===== src/rtl/tkst_pkg.sv =====
// Shared types for the top-k sorted insert table.
package tkst_pkg;

   // Operation codes carried on the request tuser bit
   typedef enum logic {
      OP_INSERT = 1'b0,
      OP_READ   = 1'b1
   } op_type;

   // Field widths fixed by the word formats
   localparam int TAG_W   = 16;
   localparam int SCORE_W = 32;
   localparam int INDEX_W = 6;
   localparam int RANK_W  = 5;

   // Request tdata: entry_tag, entry_score, read_index, zero pad to 56 bits
   localparam int REQ_DATA_W = 56;
   // Response tdata: out_tag, out_score, rank, entry_count, zero pad to 64 bits
   localparam int RSP_DATA_W = 64;

   // One table entry as held by a cell
   typedef struct packed {
      logic signed [SCORE_W-1:0] score;
      logic [TAG_W-1:0]          tag;
   } entry_type;

   // Insert command broadcast to every cell
   typedef struct packed {
      logic      ins_en;
      entry_type entry;
   } ins_cmd_type;

endpackage


===== src/rtl/tkst_cell.sv =====
// One rank position of the sorted table: compare against the new score and shift.
module tkst_cell (
   input  logic                 clock,
   input  tkst_pkg::ins_cmd_type cmd,
   input  logic                 occupied,
   input  tkst_pkg::entry_type  left_entry,
   input  logic                 left_ge,
   output tkst_pkg::entry_type  entry,
   output logic                 ge
);

   tkst_pkg::entry_type entry_ff;
   tkst_pkg::entry_type entry_in;

   // Held entry stays ahead of the new one when its score is equal or greater
   assign ge = occupied && (entry_ff.score >= cmd.entry.score);

   // Keep, take the new entry at the boundary, or take the left neighbor
   always_comb begin
      entry_in = entry_ff;
      if (cmd.ins_en && !ge) begin
         if (left_ge) begin
            entry_in = cmd.entry;
         end else begin
            entry_in = left_entry;
         end
      end
   end

   always_ff @(posedge clock) begin
      entry_ff <= entry_in;
   end

   assign entry = entry_ff;

endmodule


===== src/rtl/tkst_pick.sv =====
// Insert position encoder and read selector over the row of cells.
module tkst_pick #(
   parameter int MAX_ENTRIES = 16,
   parameter int CW          = 5,
   parameter int IW          = 4
) (
   input  logic [MAX_ENTRIES-1:0] ge,
   input  tkst_pkg::entry_type    entries [MAX_ENTRIES],
   input  logic [IW-1:0]          read_addr,
   output logic [CW-1:0]          pos,
   output tkst_pkg::entry_type    rd_entry
);

   logic [MAX_ENTRIES:0]   ge_ext;
   logic [MAX_ENTRIES-1:0] ge_up;

   // Neighbor-to-the-right view of the compare flags
   assign ge_ext = {1'b0, ge};
   assign ge_up  = ge_ext[MAX_ENTRIES:1];

   // Flags form a prefix: the last set flag marks the insert position
   always_comb begin
      pos = '0;
      for (int i = 0; i < MAX_ENTRIES; i++) begin
         if (ge[i] && !ge_up[i]) begin
            pos = pos | CW'(i + 1);
         end
      end
   end

   // Select the entry at the requested rank
   assign rd_entry = entries[read_addr];

endmodule


===== src/rtl/top_k_sorted_insert_table.sv =====
// Top level of the top-k sorted insert table: cell row, count and response register.
//
// Keeps up to MAX_ENTRIES entries (signed 32-bit score, 16-bit tag) in
// descending score order; equal scores keep arrival order.
// Request channel (req_): tuser selects insert or read, tdata carries the
// tag, score and read index. Every request word gives one response word.
// Response channel (rsp_): tuser is the valid flag, tdata carries the tag
// and score read, the rank and the entry count after the word.
// An insert lands after every held entry with an equal or greater score;
// with the table full the last entry falls off, or the new one is dropped
// (rank MAX_ENTRIES) if it is not above the last. A read at or past the
// count returns valid 0, zero payload and rank equal to the count.
// The response is registered and shows in the cycle after the request word.
// Throughput: one word per cycle while the receiver takes each response;
// every cell compares and shifts in the same cycle, so the row itself sets the rate.
// Reset clears the entry count and the response valid; the table is empty
// and no request word is taken while reset is high.
// When the receiver stalls, the response holds and a new request is taken
// only in the cycle the held response leaves.
module top_k_sorted_insert_table #(
   parameter int MAX_ENTRIES = 16
) (
   input  logic                            clock,
   input  logic                            reset,
   input  logic                            req_tvalid,
   output logic                            req_tready,
   // [15:0] entry_tag, [47:16] entry_score, [53:48] read_index, rest zero
   input  logic [tkst_pkg::REQ_DATA_W-1:0] req_tdata,
   // [0] operation
   input  logic                            req_tuser,
   output logic                            rsp_tvalid,
   input  logic                            rsp_tready,
   // [15:0] out_tag, [47:16] out_score, [52:48] rank, [57:53] entry_count
   output logic [tkst_pkg::RSP_DATA_W-1:0] rsp_tdata,
   // [0] valid_res
   output logic                            rsp_tuser
);

   localparam int CW   = $clog2(MAX_ENTRIES + 1);
   localparam int IW   = (MAX_ENTRIES > 1) ? $clog2(MAX_ENTRIES) : 1;
   localparam int CMPW = (CW > tkst_pkg::INDEX_W) ? CW : tkst_pkg::INDEX_W;
   localparam int TW   = tkst_pkg::TAG_W;
   localparam int SW   = tkst_pkg::SCORE_W;
   localparam int XW   = tkst_pkg::INDEX_W;
   localparam int RW   = tkst_pkg::RANK_W;
   localparam int PADW = tkst_pkg::RSP_DATA_W - TW - SW - 2 * RW;

   // Request fields
   logic                  req_take;
   tkst_pkg::op_type      req_op;
   logic [TW-1:0]         req_tag;
   logic signed [SW-1:0]  req_score;
   logic [XW-1:0]         req_index;

   // Table state
   logic [CW-1:0]          count_ff;
   logic [CW-1:0]          count_in;
   tkst_pkg::ins_cmd_type  cmd;
   logic [MAX_ENTRIES-1:0] occupied;
   logic [MAX_ENTRIES-1:0] ge;
   tkst_pkg::entry_type    entries [MAX_ENTRIES];
   logic [CW-1:0]          pos;
   tkst_pkg::entry_type    rd_entry;

   // Result and response register
   logic [CMPW-1:0]       idx_ext;
   logic [CMPW-1:0]       cnt_ext;
   logic                  res_valid;
   logic [TW-1:0]         res_tag;
   logic [SW-1:0]         res_score;
   logic [CW-1:0]         res_rank;
   logic                  rsp_valid_ff;
   logic                  rsp_valid_in;
   logic [tkst_pkg::RSP_DATA_W-1:0] rsp_data_ff;
   logic [tkst_pkg::RSP_DATA_W-1:0] rsp_data_in;
   logic                  rsp_user_ff;
   logic                  rsp_user_in;

   // Unpack the request word
   assign req_take  = req_tvalid && req_tready;
   assign req_op    = tkst_pkg::op_type'(req_tuser);
   assign req_tag   = req_tdata[TW-1:0];
   assign req_score = req_tdata[TW+SW-1:TW];
   assign req_index = req_tdata[TW+SW+XW-1:TW+SW];

   // Broadcast the insert to the row
   assign cmd.ins_en      = req_take && (req_op == tkst_pkg::OP_INSERT);
   assign cmd.entry.score = req_score;
   assign cmd.entry.tag   = req_tag;

   // Mark ranks below the count as holding an entry
   always_comb begin
      for (int i = 0; i < MAX_ENTRIES; i++) begin
         occupied[i] = CW'(i) < count_ff;
      end
   end

   // Row of compare-and-shift cells
   for (genvar g = 0; g < MAX_ENTRIES; g++) begin : g_cell
      if (g == 0) begin : g_head
         tkst_cell u_cell (
            .clock      (clock),
            .cmd        (cmd),
            .occupied   (occupied[g]),
            .left_entry (cmd.entry),
            .left_ge    (1'b1),
            .entry      (entries[g]),
            .ge         (ge[g])
         );
      end else begin : g_body
         tkst_cell u_cell (
            .clock      (clock),
            .cmd        (cmd),
            .occupied   (occupied[g]),
            .left_entry (entries[g-1]),
            .left_ge    (ge[g-1]),
            .entry      (entries[g]),
            .ge         (ge[g])
         );
      end
   end

   tkst_pick #(
      .MAX_ENTRIES (MAX_ENTRIES),
      .CW          (CW),
      .IW          (IW)
   ) u_pick (
      .ge        (ge),
      .entries   (entries),
      .read_addr (req_index[IW-1:0]),
      .pos       (pos),
      .rd_entry  (rd_entry)
   );

   // Advance the count on a kept insert below capacity
   always_comb begin
      count_in = count_ff;
      if (cmd.ins_en && (count_ff < CW'(MAX_ENTRIES))) begin
         count_in = count_ff + CW'(1);
      end
   end

   always_ff @(posedge clock) begin
      if (reset) begin
         count_ff <= '0;
      end else begin
         count_ff <= count_in;
      end
   end

   // Form the result for the word taken this cycle
   assign idx_ext = CMPW'(req_index);
   assign cnt_ext = CMPW'(count_ff);

   always_comb begin
      res_valid = 1'b0;
      res_tag   = '0;
      res_score = '0;
      res_rank  = pos;
      case (req_op)
         tkst_pkg::OP_INSERT: begin
            res_valid = !ge[MAX_ENTRIES-1];
            res_rank  = pos;
         end
         tkst_pkg::OP_READ: begin
            if (idx_ext < cnt_ext) begin
               res_valid = 1'b1;
               res_tag   = rd_entry.tag;
               res_score = rd_entry.score;
               res_rank  = CW'(req_index);
            end else begin
               res_rank  = count_ff;
            end
         end
         default: begin
            res_valid = 1'b0;
         end
      endcase
   end

   // Hold the response until taken; accept a new word as it leaves
   assign req_tready   = !reset && (!rsp_valid_ff || rsp_tready);
   assign rsp_valid_in = req_take || (rsp_valid_ff && !rsp_tready);
   assign rsp_data_in  = req_take ?
                         {PADW'(0), RW'(count_in), RW'(res_rank), res_score, res_tag} :
                         rsp_data_ff;
   assign rsp_user_in  = req_take ? res_valid : rsp_user_ff;

   always_ff @(posedge clock) begin
      if (reset) begin
         rsp_valid_ff <= 1'b0;
      end else begin
         rsp_valid_ff <= rsp_valid_in;
      end
   end

   always_ff @(posedge clock) begin
      rsp_data_ff <= rsp_data_in;
      rsp_user_ff <= rsp_user_in;
   end

   assign rsp_tvalid = rsp_valid_ff;
   assign rsp_tdata  = rsp_data_ff;
   assign rsp_tuser  = rsp_user_ff;

endmodule

===== config.mk =====
export PLATFORM = sky130hd
export DESIGN_NAME = top_k_sorted_insert_table
export DESIGN_NICKNAME = d
export VERILOG_FILES = /design/src/rtl/tkst_pkg.sv /design/src/rtl/tkst_cell.sv /design/src/rtl/tkst_pick.sv /design/src/rtl/top_k_sorted_insert_table.sv
export SDC_FILE = /design/constraint.sdc
export NUM_CORES = 2
export LEC_CHECK = 0
export BUFFER_PORTS_ARGS = -buffer_cell sky130_fd_sc_hd__buf_4
export CAP_MARGIN = 20
export CORE_AREA = 2 2 352 354
export DETAILED_ROUTE_END_ITERATION = 7
export DIE_AREA = 0 0 354 356
export GPL_ROUTABILITY_DRIVEN = 0
export PLACE_DENSITY = 0.58
export RECOVER_POWER = 100
export SYNTH_ARGS = -nofsm -noshare
export SYNTH_HDL_FRONTEND = slang
export SYNTH_HIERARCHICAL = 1
export SYNTH_SLANG_ARGS = --single-unit

===== constraint.sdc =====
create_clock -name clock -period 6.6 [get_ports clock]
set_clock_uncertainty 0.1 [all_clocks]
set_input_delay 0.33 -clock clock [delete_from_list [all_inputs] [get_ports clock]]
set_output_delay 0.33 -clock clock [all_outputs]
set_load 0.1 [all_outputs]

==> qor.yml <==
io_pins: 128
design.die.area_sq_um: 126000
tightest_slew_ns: 4.16
grt-ovfl-total: 0
reg2reg_from: "count_ff[4]"
power.internal_mw: 9.59
area_delta_synth_final_pct: 10.4
grt_max_degree: 130
seq_area_sq_um: 25000
grt_use_total: 0.233
vias_per_cell: 5.80
leakagePower_nw: 22.8
grt_pass1_vias: 35300
layout-drive-gt1-share: 0.267
fin_tns_setup_ns: 0
grt_pass1_wl_um: 221000
maxSlewViolCount: 1464
clock_power_share: 0.412
totalWireLength_um: 148000
hold_start: "req_tdata[50]"
crit_chain: "clkbuf_1 -> clkinv_1 -> o21ai_0 -> clkbuf_1 -> nand3_1 -> nor2_1 -> nand2_1 -> o22ai_4 -> clkbuf_1 -> mux2_2"
path_clk_slew_ns: 0.06
drt_first_pass_iters: 5
cap_violations: 40
max_stage_delay_ns: 0.88
yosys.area_share.simple: 0.0654
root_buffer: "clkbuf_16"
top_layer: "met5"
wire_per_inst_um: 24.3
drtIter0Drc: 2623
worstSetupPathType: "register to register"
antenna_left: 0
hp-class: "input port to register"
vias: 35200
power.total_mw: 13.0
min_path_cells: 3
cp-start-kind: "register"
cts_resized: 0
antenna_found_initial: 7
cts_tree: "done"
cp-end-kind: "register"
r2r_slack_ns: 1.21
max-slew-margin-rel: -1.78
finalCritPeriodShare: 0.816
die_x_um: 354
pwr-share-comb: 0.121
synth_cell_types: 55
synth_async_sr_flop_share: 0
row_count: 129
layout_min_cycle_time_ns: 5.39
drc: 0
numCtsBuffers: 99
synth-compound-area-share: 0.0693
violations: "max-capacitance violations, max-slew violations"
rsz0062_at_grt: "no"
path_max_fanout: 20
io_buffers: 119
path_delay_family: "buffers and inverters"
wl_met1_um: 65100
dp_hpwl_um: 101000
sw_frac_of_total: 0.262
synth_top_family_by_area: "multiplexers"
route.met2.wl_um: 70400
synth_edf_count: 827
syn_inst: 4207
crit_buf_inv: 4
holdWs_ns: 0.0735
core_sq_um: 123000
clk_path_buf_depth: 3
n_fill_cell: 10900
cp_common_cell: "clkbuf_1"
critPathRequiredTime_ns: 6.93
p_seq_frac: 0.467
outcome: "complete, but fails checks"
r2r_cells: 10
critPathLaunch: "count_ff[4]"
cp_data_arrival_time_ns: 5.72
power.density_nw_per_um2: 215
start_util: 0.445
synth-warning-count: 6
fmax_mhz: 186
switchingPower_mw: 3.41
wl_met3_um: 9010
clkSinkCount: 833
final_nets: 4931
die_y_um: 356
synth-seq-cells: 833
avgSynthCellArea_sq_um: 13.0
setup_violations: 0
finalHoldViolCount: 0
seq_area_frac_synth: 0.457
synth-adder-area-share: 0.118
clock_latency_ns: 0.70
synth_ff_type: "edfxtp_1"
synth_mux_area_frac: 0.238
hold-path-endpoint: "rsp_tdata[50]"
vdd_ir_drop_max_mv: 0.201
cts-htree-levels: 3
synth_xor_area_frac: 0.000321
synth_area_sq_um: 54600
crit_slowest_cell: "clkbuf_1"
r2r-end: "g_cell[15].g_body.u_cell/entry[35]"
multiInputGateArea_sq_um: 27000
synthesized netlist by cell type (3+ instances only):
cell | count | area share
o22ai_2 | 16 | 0.0037
buf_1 | 9 | 0.00062
a311oi_2 | 16 | 0.0044
and2_1 | 31 | 0.0036
nand4_4 | 16 | 0.0062
o211a_1 | 16 | 0.0029
a22oi_1 | 96 | 0.013
and2_2 | 20 | 0.0028
nand4_2 | 16 | 0.0037
clkbuf_1 | 80 | 0.0055
o21ai_0 | 42 | 0.0039
ha_1 | 517 | 0.12
o21ai_1 | 64 | 0.0059
mux2_1 | 80 | 0.017
buf_2 | 40 | 0.0037
nor3_1 | 17 | 0.0016
a21oi_2 | 17 | 0.0027
or4_4 | 16 | 0.0033
a2111oi_0 | 5 | 0.00080
mux4_2 | 192 | 0.079
a21oi_1 | 215 | 0.020
a31oi_1 | 10 | 0.0011
dfxtp_1 | 6 | 0.0022
o21a_1 | 16 | 0.0022
mux2_2 | 689 | 0.14
o2bb2ai_1 | 16 | 0.0026
nand4b_1 | 17 | 0.0027
a211oi_1 | 16 | 0.0022
inv_1 | 539 | 0.037
nand4_1 | 48 | 0.0055
buf_4 | 26 | 0.0036
nand3_1 | 35 | 0.0032
clkbuf_2 | 3 | 0.00027
nor2_1 | 126 | 0.0087
nor4_1 | 17 | 0.0019
nor2b_1 | 32 | 0.0037
nor4_2 | 16 | 0.0037
edfxtp_1 | 827 | 0.45
o211ai_1 | 21 | 0.0029
nand2_1 | 207 | 0.014
layout by cell type, fill, tap and decap left out, types with 46 or more instances in the layout:
master and count:
nor2_1 125, o21ai_1 60, mux2_2 688, clkbuf_16 99, nand4_1 51, nand2_1 207
o21ai_0 46, a21oi_1 221, edfxtp_1 827, mux4_2 192, mux2_1 81, clkbuf_1 144
ha_1 517, a22oi_1 96, inv_1 539
routing by layer:
metal | track usage | vias up
li1 | - | 16300
met1 | 0.316 | 17800
met2 | 0.389 | 944
met3 | 0.0404 | 193
met4 | 0.0559 | 2
met5 | 0 | -
cell families (layout without fill, tap and decap cells):
group / after synthesis / after routing
mux: 961 / 961
flops: 833 / 833
buf+inv: 701 / 925
simple gates: 619 / 619
compound gates: 572 / 572
fa+ha+maj: 517 / 517
other cells: 2 / 10
xor+xnor: 2 / 2
flip-flops by register name, indices dropped and copies added (netlist names):
name / count
g_cell.g_body.u_cell/entry: 720
rsp_tuser: 1
g_cell.g_head.u_cell/entry: 48
rsp_tdata: 58
count_ff: 5
rsp_tvalid: 1
layout make-up:
class,instances,share of cell area
Clock buffer,124,0.0433
Tap cell,1637,0.0340
Clock inverter,62,0.00834
Timing Repair Buffer,199,0.0183
Antenna cell,1,0.0000415
Multi-Input combinational cell,2680,0.449
Sequential cell,833,0.414
Inverter,540,0.0336
power by group through the flow:
stage	sequential (mW)	clock, mW	combinational, mW
2_1_floorplan	6.24	0	0.973
3_3_place_gp	6.16	0	1.56
3_5_place_dp	6.16	0	1.59
4_1_cts	6.06	5.48	1.61
5_1_grt	6.08	5.66	1.74
6_report	6.06	5.35	1.58
per-stage QoR:
step	area [sq um]	std cells	util	setup WS [ns]
4_1_cts	60900	6074	0.497	2.23
5_1_grt	60300	6075	0.492	1.07
2_1_floorplan	54800	4214	-	0.0331
6_report	60300	6076	0.492	1.21
3_5_place_dp	57600	5866	0.470	1.95
3_3_place_gp	57600	5863	0.469	1.90
worst max-delay path by stage:
stage | endpoint | slack, ns | cells past startpoint
after floorplan | g_cell[0].g_head.u_cell/entry[0] | 0.03 | 6
after global placement | rsp_tdata[51] | 1.90 | 12
after detailed placement | g_cell[0].g_head.u_cell/entry[12] | 1.95 | 10
after CTS | rsp_tdata[51] | 2.23 | 12
after global routing | g_cell[6].g_body.u_cell/entry[6] | 1.07 | 10
final | g_cell[15].g_body.u_cell/entry[35] | 1.21 | 10
repair_timing:
item	CTS	global route
hold buffers	22	0
hold endpoints to repair	273	0
setup buffers	0	0
worst register-to-register path, delay by kind of cell (launching register included):
family                 cells  cell delay [ns]
buffers and inverters      4             2.71
flip-flops                 1             0.30
AND/OR/NAND/NOR            3             0.33
multiplexers               1             0.42
AO/OA/AOI/OAI              2             1.28
(Power assumes the default switching activity.)
